<file path="src/hdl/ikb_pkg.sv">
// ----------------------------------------------------------------------------
// ikb_pkg
// Shared types, constants and the 8888 to 1555 packing function of the
// indexed colour-keyed blit.
// ----------------------------------------------------------------------------
package ikb_pkg;

   localparam int COORD_BITS_DEFAULT = 12;
   localparam int INDEX_BITS         = 8;
   localparam int PAL_DEPTH          = 256;
   localparam int ENTRY_BITS         = 32;
   localparam int COLOR_BITS         = 16;
   localparam int OFFSET_BITS        = 26;
   localparam int XY_BITS            = 12;
   localparam int PITCH_BITS         = 13;
   localparam int SIZE_BITS          = 13;
   localparam int KEY_BITS           = 8;
   localparam int CSR_ADDR_BITS      = 5;
   localparam int CSR_DATA_BITS      = 32;
   localparam int CSR_SEL_BITS       = 3;

   typedef enum logic {
      OP_LOAD  = 1'b0,
      OP_PIXEL = 1'b1
   } op_type;

   typedef enum logic [CSR_SEL_BITS-1:0] {
      REG_DEST_X          = 3'd0,
      REG_DEST_Y          = 3'd1,
      REG_DEST_PITCH      = 3'd2,
      REG_SOURCE_WIDTH    = 3'd3,
      REG_SOURCE_HEIGHT   = 3'd4,
      REG_KEY_ENABLE      = 3'd5,
      REG_KEY_INDEX       = 3'd6,
      REG_PALETTE_PRESENT = 3'd7
   } csr_reg_type;

   function automatic logic [COLOR_BITS-1:0] pack1555(input logic [ENTRY_BITS-1:0] c);
      pack1555 = {c[31], c[23:19], c[15:11], c[7:3]};
   endfunction

endpackage

</file>
<file path="src/hdl/ikb_ram.sv">
// ----------------------------------------------------------------------------
// ikb_ram
// Generic single-clock RAM: one write port, one read port, registered read
// data that holds while no read is issued.
// ----------------------------------------------------------------------------
module ikb_ram #(
   parameter int WIDTH = 16,
   parameter int DEPTH = 256
) (
   input  logic                     clock,
   input  logic                     wr_en,
   input  logic [$clog2(DEPTH)-1:0] wr_addr,
   input  logic [WIDTH-1:0]         wr_data,
   input  logic                     rd_en,
   input  logic [$clog2(DEPTH)-1:0] rd_addr,
   output logic [WIDTH-1:0]         rd_data
);

   logic [WIDTH-1:0] mem_ff [DEPTH];
   logic [WIDTH-1:0] rd_data_ff;

   always_ff @(posedge clock) begin
      if (wr_en) begin
         mem_ff[wr_addr] <= wr_data;
      end
      if (rd_en) begin
         rd_data_ff <= mem_ff[rd_addr];
      end
   end

   assign rd_data = rd_data_ff;

endmodule

</file>
<file path="src/hdl/indexed_keyed_blit_rgb1555_top.sv">
// ----------------------------------------------------------------------------
// indexed_keyed_blit_rgb1555_top
// Palettized colour-keyed blit of 8-bit indices into a 1555 canvas.
// ----------------------------------------------------------------------------
// Usage:
//   The req_ channel carries items: a load (operation 0) writes the packed
//   1555 form of req_entry into palette slot req_index and gives no result;
//   a pixel (operation 1) gives one rsp_ item with the destination byte
//   offset, the colour, the write enable and a last flag on the final pixel
//   of the rectangle. Pixels arrive in raster order.
//   The accepting edge of a pixel registers the palette RAM read; rsp_valid
//   rises when the output register is loaded from that stage. One item is
//   taken every cycle while req_ready is high, a rate set by the single
//   palette RAM read port and the walk registers, both updated each cycle.
//   The csr_ port holds the rectangle geometry and keying. After each write
//   req_ready drops for one cycle while the origin product and row step are
//   registered.
//   Reset clears the walk and the registers and holds req_ready low for one
//   cycle; the palette keeps no reset value and must be loaded before use.
//   While rsp_ready is low with a result waiting, the pipeline and the
//   palette read hold and req_ready stays low.
// ----------------------------------------------------------------------------
module indexed_keyed_blit_rgb1555_top #(
   parameter int COORD_BITS = ikb_pkg::COORD_BITS_DEFAULT
) (
   input  logic                               clock,
   input  logic                               reset,
   input  logic                               req_valid,
   output logic                               req_ready,
   input  logic                               req_operation,
   input  logic [ikb_pkg::INDEX_BITS-1:0]     req_index,
   input  logic [ikb_pkg::ENTRY_BITS-1:0]     req_entry,
   output logic                               rsp_valid,
   input  logic                               rsp_ready,
   output logic [ikb_pkg::OFFSET_BITS-1:0]    rsp_dest_offset,
   output logic [ikb_pkg::COLOR_BITS-1:0]     rsp_color,
   output logic                               rsp_write_enable,
   output logic                               rsp_last,
   input  logic                               csr_psel,
   input  logic                               csr_penable,
   input  logic                               csr_pwrite,
   input  logic [ikb_pkg::CSR_ADDR_BITS-1:0]  csr_paddr,
   input  logic [ikb_pkg::CSR_DATA_BITS-1:0]  csr_pwdata,
   output logic [ikb_pkg::CSR_DATA_BITS-1:0]  csr_prdata,
   output logic                               csr_pready
);

   import ikb_pkg::*;

   localparam int SZ_BITS = COORD_BITS + 1;
   localparam int CMP_BITS = (SZ_BITS > SIZE_BITS) ? SZ_BITS : SIZE_BITS;
   localparam int TOP_SIZE = 1 << COORD_BITS;

   function automatic logic [COORD_BITS:0] eff_size(input logic [SIZE_BITS-1:0] v);
      logic [CMP_BITS-1:0] vx;
      vx = CMP_BITS'(v);
      if (v == '0) begin
         eff_size = SZ_BITS'(1);
      end else if (vx > CMP_BITS'(TOP_SIZE)) begin
         eff_size = SZ_BITS'(TOP_SIZE);
      end else begin
         eff_size = SZ_BITS'(vx);
      end
   endfunction

   // configuration registers
   logic [XY_BITS-1:0]    dest_x_ff, dest_y_ff;
   logic [PITCH_BITS-1:0] dest_pitch_ff;
   logic [SIZE_BITS-1:0]  source_width_ff, source_height_ff;
   logic                  key_enable_ff;
   logic [KEY_BITS-1:0]   key_index_ff;
   logic                  palette_present_ff;
   logic                  cfg_hold_ff;
   logic                  cfg_wr;
   csr_reg_type           csr_sel;

   // derived geometry
   logic [OFFSET_BITS-1:0] origin_ff, origin_in;
   logic [OFFSET_BITS-1:0] row_step_ff, row_step_in;
   logic [COORD_BITS:0]    eff_w_ff, eff_w_in, eff_h_ff, eff_h_in;

   // walk state
   logic [COORD_BITS-1:0]  col_ff, col_in, row_ff, row_in;
   logic [OFFSET_BITS-1:0] next_off_ff, next_off_in;
   logic [OFFSET_BITS-1:0] pix_offset;
   logic                   col_end, row_end, pix_we, pix_last;

   // pipeline
   logic                   adv, acc, acc_pix, acc_load;
   logic                   s1_valid_ff;
   logic [OFFSET_BITS-1:0] s1_offset_ff;
   logic                   s1_we_ff, s1_last_ff;
   logic                   rsp_valid_ff;
   logic [OFFSET_BITS-1:0] rsp_offset_ff;
   logic [COLOR_BITS-1:0]  rsp_color_ff;
   logic                   rsp_we_ff, rsp_last_ff;
   logic [COLOR_BITS-1:0]  pal_rd_data;

   assign csr_pready = 1'b1;
   assign cfg_wr     = csr_psel && csr_penable && csr_pwrite;
   assign csr_sel    = csr_reg_type'(csr_paddr[CSR_ADDR_BITS-1:2]);

   always_ff @(posedge clock) begin
      if (reset) begin
         dest_x_ff          <= '0;
         dest_y_ff          <= '0;
         dest_pitch_ff      <= '0;
         source_width_ff    <= SIZE_BITS'(1);
         source_height_ff   <= SIZE_BITS'(1);
         key_enable_ff      <= 1'b0;
         key_index_ff       <= '0;
         palette_present_ff <= 1'b0;
         cfg_hold_ff        <= 1'b1;
      end else begin
         cfg_hold_ff <= cfg_wr;
         if (cfg_wr) begin
            case (csr_sel)
               REG_DEST_X:          dest_x_ff          <= csr_pwdata[XY_BITS-1:0];
               REG_DEST_Y:          dest_y_ff          <= csr_pwdata[XY_BITS-1:0];
               REG_DEST_PITCH:      dest_pitch_ff      <= csr_pwdata[PITCH_BITS-1:0];
               REG_SOURCE_WIDTH:    source_width_ff    <= csr_pwdata[SIZE_BITS-1:0];
               REG_SOURCE_HEIGHT:   source_height_ff   <= csr_pwdata[SIZE_BITS-1:0];
               REG_KEY_ENABLE:      key_enable_ff      <= csr_pwdata[0];
               REG_KEY_INDEX:       key_index_ff       <= csr_pwdata[KEY_BITS-1:0];
               REG_PALETTE_PRESENT: palette_present_ff <= csr_pwdata[0];
               default: ;
            endcase
         end
      end
   end

   always_comb begin
      case (csr_sel)
         REG_DEST_X:          csr_prdata = CSR_DATA_BITS'(dest_x_ff);
         REG_DEST_Y:          csr_prdata = CSR_DATA_BITS'(dest_y_ff);
         REG_DEST_PITCH:      csr_prdata = CSR_DATA_BITS'(dest_pitch_ff);
         REG_SOURCE_WIDTH:    csr_prdata = CSR_DATA_BITS'(source_width_ff);
         REG_SOURCE_HEIGHT:   csr_prdata = CSR_DATA_BITS'(source_height_ff);
         REG_KEY_ENABLE:      csr_prdata = CSR_DATA_BITS'(key_enable_ff);
         REG_KEY_INDEX:       csr_prdata = CSR_DATA_BITS'(key_index_ff);
         REG_PALETTE_PRESENT: csr_prdata = CSR_DATA_BITS'(palette_present_ff);
         default:             csr_prdata = '0;
      endcase
   end

   // register origin product and row step once per cycle
   always_comb begin
      eff_w_in    = eff_size(source_width_ff);
      eff_h_in    = eff_size(source_height_ff);
      origin_in   = OFFSET_BITS'(OFFSET_BITS'(dest_y_ff) * OFFSET_BITS'(dest_pitch_ff))
                  + OFFSET_BITS'({dest_x_ff, 1'b0});
      row_step_in = OFFSET_BITS'({dest_pitch_ff[PITCH_BITS-1:1], 1'b0})
                  + OFFSET_BITS'(2)
                  - OFFSET_BITS'({eff_w_in, 1'b0});
   end

   always_ff @(posedge clock) begin
      origin_ff   <= origin_in;
      row_step_ff <= row_step_in;
      eff_w_ff    <= eff_w_in;
      eff_h_ff    <= eff_h_in;
   end

   assign adv       = !rsp_valid_ff || rsp_ready;
   assign req_ready = adv && !cfg_hold_ff;
   assign acc       = req_valid && req_ready;
   assign acc_pix   = acc && (op_type'(req_operation) == OP_PIXEL);
   assign acc_load  = acc && (op_type'(req_operation) == OP_LOAD);

   // advance the raster walk
   always_comb begin
      pix_offset = (col_ff == '0 && row_ff == '0) ? origin_ff : next_off_ff;
      col_end    = (SZ_BITS'(col_ff) + SZ_BITS'(1)) >= eff_w_ff;
      row_end    = (SZ_BITS'(row_ff) + SZ_BITS'(1)) >= eff_h_ff;
      pix_last   = col_end && row_end;
      pix_we     = palette_present_ff && !(key_enable_ff && (req_index == key_index_ff));
      col_in      = col_ff;
      row_in      = row_ff;
      next_off_in = next_off_ff;
      if (acc_pix) begin
         if (col_end) begin
            col_in      = '0;
            next_off_in = pix_offset + row_step_ff;
            row_in      = row_end ? '0 : COORD_BITS'(row_ff + 1'b1);
         end else begin
            col_in      = COORD_BITS'(col_ff + 1'b1);
            next_off_in = pix_offset + OFFSET_BITS'(2);
         end
      end
   end

   always_ff @(posedge clock) begin
      if (reset) begin
         col_ff       <= '0;
         row_ff       <= '0;
         next_off_ff  <= '0;
         s1_valid_ff  <= 1'b0;
         rsp_valid_ff <= 1'b0;
      end else begin
         col_ff      <= col_in;
         row_ff      <= row_in;
         next_off_ff <= next_off_in;
         if (adv) begin
            s1_valid_ff  <= acc_pix;
            rsp_valid_ff <= s1_valid_ff;
         end
      end
   end

   always_ff @(posedge clock) begin
      if (acc_pix) begin
         s1_offset_ff <= pix_offset;
         s1_we_ff     <= pix_we;
         s1_last_ff   <= pix_last;
      end
      if (adv && s1_valid_ff) begin
         rsp_offset_ff <= s1_offset_ff;
         rsp_color_ff  <= s1_we_ff ? pal_rd_data : '0;
         rsp_we_ff     <= s1_we_ff;
         rsp_last_ff   <= s1_last_ff;
      end
   end

   ikb_ram #(
      .WIDTH (COLOR_BITS),
      .DEPTH (PAL_DEPTH)
   ) u_palette (
      .clock   (clock),
      .wr_en   (acc_load),
      .wr_addr (req_index),
      .wr_data (pack1555(req_entry)),
      .rd_en   (acc_pix),
      .rd_addr (req_index),
      .rd_data (pal_rd_data)
   );

   assign rsp_valid        = rsp_valid_ff;
   assign rsp_dest_offset  = rsp_offset_ff;
   assign rsp_color        = rsp_color_ff;
   assign rsp_write_enable = rsp_we_ff;
   assign rsp_last         = rsp_last_ff;

   a_hold_after_cfg: assert property (@(posedge clock) disable iff (reset)
      cfg_wr |=> !(req_valid && req_ready))
      else $error("item accepted in the cycle after a register write");

   a_last_rewinds: assert property (@(posedge clock) disable iff (reset)
      (acc_pix && pix_last) |=> (col_ff == '0 && row_ff == '0))
      else $error("walk not rewound after the last pixel");

   a_masked_color: assert property (@(posedge clock) disable iff (reset)
      (rsp_valid_ff && !rsp_we_ff) |-> (rsp_color_ff == '0))
      else $error("suppressed item carries a colour");

   a_stage_moves: assert property (@(posedge clock) disable iff (reset)
      (s1_valid_ff && adv) |=> rsp_valid_ff)
      else $error("pixel lost between palette read and output");

endmodule
</file>
<file path="config.mk">
export PLATFORM = sky130hd
export DESIGN_NAME = indexed_keyed_blit_rgb1555_top
export DESIGN_NICKNAME = d
export VERILOG_FILES = /design/src/hdl/ikb_pkg.sv /design/src/hdl/ikb_ram.sv /design/src/hdl/indexed_keyed_blit_rgb1555_top.sv
export SDC_FILE = /design/constraint.sdc
export NUM_CORES = 2
export LEC_CHECK = 0
export ABC_AREA = 1
export BUFFER_PORTS_ARGS = -buffer_cell sky130_fd_sc_hd__buf_4
export CAP_MARGIN = 20
export CORE_ASPECT_RATIO = 0.5
export CORE_MARGIN = 3
export CORE_UTILIZATION = 40
export DETAILED_ROUTE_END_ITERATION = 6
export PLACE_DENSITY_LB_ADDON = 0.3
export SYNTH_ARGS = -nofsm -noshare
export SYNTH_HDL_FRONTEND = slang
export SYNTH_SLANG_ARGS = --single-unit
</file>
<file path="constraint.sdc">
create_clock -name clock -period 4.9 [get_ports clock]
set_input_delay 0.735 -clock clock [delete_from_list [all_inputs] [get_ports clock]]
set_output_delay 0.735 -clock clock [all_outputs]
set_load 0.01 [all_outputs]
</file>
==> run metrics <==
CP arrival=5.64 ns; Initial Util=40.4%; Worst EP required=around 5.7 ns; Hold Path Stages=3; Initial DRT Pass Iterations=7; max-slew violations=0; Cell Chain, Critical Path=buf_6 -> buf_6 -> nand2_2 -> inv_1 -> fa_1 -> inv_2 -> fa_1 -> inv_2 -> fa_1 -> fa_1 -> inv_2 -> fa_1 -> inv_2 -> ha_4 -> buf_6 -> nand2_4 -> nor4_4 -> buf_4 -> nand4_1 -> nand3_2 -> nand3_2 -> nand2_2 -> xor2_1; Final Instance Area=0.199 mm^2; Worst R2R Path Depth=23; logic depth of the worst path, buffers included=23; fin util=46.7%; post-synth top area share=between 70% and 80%; VDD IR max=0.313 mV; Syn Area/Cell=between 10 and 15 um^2; Crit Path Max Fanout=5; Netlist cell types=between 60 and 70; fillers=36,736; global placement routability congestion=0.914; max_cap viols=0; CTS Sinks=4,376; vias in the first global route=~100k; Post-synth EDFFs=between 4,000 and 5,000; min cycle time layout=roughly 4.8 ns; Slew HR=23.2%; routed length per instance=29.1 um; Max clock buf depth=4; slowest cell delay on critical path=0.55 ns; CP endpoint kind=register; Row Count=169; GRT busiest layer=met2; Cells after Synth=11,847; kind of cell adding the most delay to the critical path=adder cells; Root Buffer=clkbuf_16; GRT overflow=0; GR Util met1=34.1%; sequential area share after synthesis=75.2%; core area=0.427 mm^2; antenna violations before repair=23; R2R Setup Slk=0.10 ns; Final ANT Viol Nets=0; hpwl dp=335,000 um; cts-stage hold buffer count=0; largest net degree at the start of global routing=125; routed via count=approximately 110k; Post-Syn Area=0.172 mm^2; Post-synth top flop=edfxtp_1; H-tree levels=5; Leakage=68.6 nW; Max Clock Skew=0.0644 ns; Final #Nets=12,916; Area contributors post-synth=edfxtp_1 73%, a22oi_1 9.0%, nand2_1 3.9%; drt via density=5.84; yosys warns=0; Achievable Freq=around 210 MHz; Synth area leader=edfxtp_1; first-pass GRT wire length=770,000 um; overall die width=between 900 and 1000 um; Setup Viol. Count Final=0; TritonCTS clock tree=yes; #FFs+latches synth=between 4,000 and 5,000; layout cells sized above 1=14.0%; startpoint class of the critical path=register; RSZ-0062 raised after global routing=yes; Crit Path Class=reg -> reg; die area=0.439 mm^2; slowest stage cell, crit path=fa_1; status=finished, final reports clean; Post-synth ARST share=0%; final hold violation count=0; critical path buffer and inverter count=9; Hold Path Class=in -> reg; DR iter-0 viols=about 16,000; I/O pin cnt=164; M3 GR Usage=5.44%; Worst-path clk slew=0.07 ns; Tcrit/Tclk final=97.9%; die height=between 400 and 500 um; Area after DPL=between 0.15 and 0.2 mm^2; area delta synth->final=15.7%; DR DRC count=0; Most Frequent Cell on Critical Path=fa_1; Worst Tran Pin Value=1.15 ns; total global-route track usage=23.8%; worst-skew pair later-pin latency=just under 1 ns; P per Cell Area=a little under 400 mW/mm^2; total wire length=543,000 um; met2 Resource Use GR=36.3%; Port Buffers=between 100 and 150; CTS Buf Count=399
-- flip-flops by register name (all words and copies together), names as in the netlist, 13 cells and up --
| signal | cells |
|---|---|
| u_palette.mem_ff | 4096 |
| next_off_ff | 26 |
| origin_ff | 26 |
| rsp_dest_offset | 26 |
| s1_offset_ff | 26 |
| rsp_color | 16 |
| u_palette.rd_data | 16 |
| row_step_ff | 14 |
| dest_pitch_ff | 13 |
| eff_h_ff | 13 |
| eff_w_ff | 13 |
| source_height_ff | 13 |
| source_width_ff | 13 |
-- cell usage after synthesis (4+ instances only) --
cell       count
edfxtp_1    4184
a22oi_1     2057
nand2_1     1791
a21oi_1      630
nor2_1       572
inv_1        501
clkbuf_1     305
buf_2        282
dfxtp_1      192
o21ai_0      173
ha_1         148
fa_1         125
nand4_1      108
nand3_1       99
buf_1         95
nor3_1        90
o31ai_1       69
xor2_1        50
a21o_1        46
o22ai_1       31
a21boi_0      28
or2_2         27
buf_4         25
xnor2_1       20
nor4_1        19
a221oi_1      18
o21ai_1       18
or2_1         15
a31oi_1       10
nor2_2        10
o2111ai_1      9
or2_0          9
inv_2          8
nand2_2        8
clkinv_1       7
nor2_4         7
o31a_1         7
o211ai_1       5
o21a_1         5
a211oi_1       4
a21boi_1       4
buf_6          4
nand3b_1       4
-- cell families after synthesis --
kind of cell	Yosys count	synth area share (%)
flip-flops	4376	75.2
XOR/XNOR	70	0.356
AND/OR/NAND/NOR	2768	6.53
buffers and inverters	1227	2.95
other	2	0.00436
adder cells (fa/ha/maj)	274	2.53
AO/OA/AOI/OAI	3130	12.5
-- layer usage --
| metal | up-vias | part of all wire (%) | wire length (um) |
|---|---|---|---|
| li1 | 46546 | - | - |
| met1 | 55389 | 40 | 219000 |
| met2 | 6076 | 45 | 243000 |
| met3 | 831 | 11 | 60600 |
| met4 | 10 | 3.5 | 19100 |
| met5 | - | 0.025 | 137 |
-- power by group --
| part | leakage (nW) | switching (mW) | internal (mW) |
|---|---|---|---|
| Combinational | 23.0 | 3.35 | 1.18 |
| Clock | 6.41 | 14.0 | 17.9 |
| Sequential | 39.2 | 0.0602 | 41.0 |
-- tightest hold or removal path, delay by kind of cell --
kind | cells | cell delay, ns
buffers and inverters | 1 | 0.15
and+or+nand+nor | 2 | 0.14
-- stage by stage --
step                hold slack (ns)  instances  total power [mW]  setup TNS [ns]  setup WS (ns)
floorplan                     0.400      11865              43.8         -0.0570        -0.0570
global placement              0.381      17860              46.3           -2.68         -0.395
detailed placement            0.382      17864              46.3           -2.40         -0.382
CTS                          0.0685      18592              77.8         -0.0910        -0.0461
global route                  0.108      18612              79.6          -0.558         -0.129
finish                        0.139      18626              77.6               0          0.101
-- placed cells by master (no fill, tap or decap), types with 87 or more instances in the layout --
cell / Yosys / routed
edfxtp_1: 4184 / 4184
a22oi_1: 2057 / 2057
nand2_1: 1791 / 1769
buf_4: 25 / 857
a21oi_1: 630 / 620
nor2_1: 572 / 530
inv_1: 501 / 484
clkbuf_16: 0 / 407
dfxtp_1: 192 / 171
o21ai_0: 173 / 165
ha_1: 148 / 141
fa_1: 125 / 123
nand4_1: 108 / 108
buf_12: 0 / 107
nand3_1: 99 / 96
nor3_1: 90 / 87
-- layout make-up --
type | count | area [um^2] | share of cell area [%]
Clock buffer | 474 | 10500 | 5.27
Clock inverter | 252 | 2680 | 1.34
Tap cell | 5728 | 7170 | 3.60
Antenna cell | 15 | 37.5 | 0.0188
Multi-Input combinational cell | 6262 | 38200 | 19.2
Inverter | 516 | 1970 | 0.987
Timing Repair Buffer | 1003 | 9120 | 4.58
Sequential cell | 4376 | 130000 | 65.0
-- what timing repair did --
action                                  in CTS  in global routing
gates cloned                                 0                  0
buffers inserted                             2                 18
pin swaps                                    6                 41
gates resized for setup                     38                 94
endpoints found under the setup margin      13                 12
-- worst paths after layout --
check,start,endpoint
hold / removal,csr_pwdata[4],key_index_ff[4]
setup / recovery,dest_pitch_ff[7],origin_ff[25]
setup reg to reg,dest_pitch_ff[7],origin_ff[25]
hold reg to reg,source_height_ff[12],eff_h_ff[12]
Note: power is estimated with default switching activity, not from simulation.
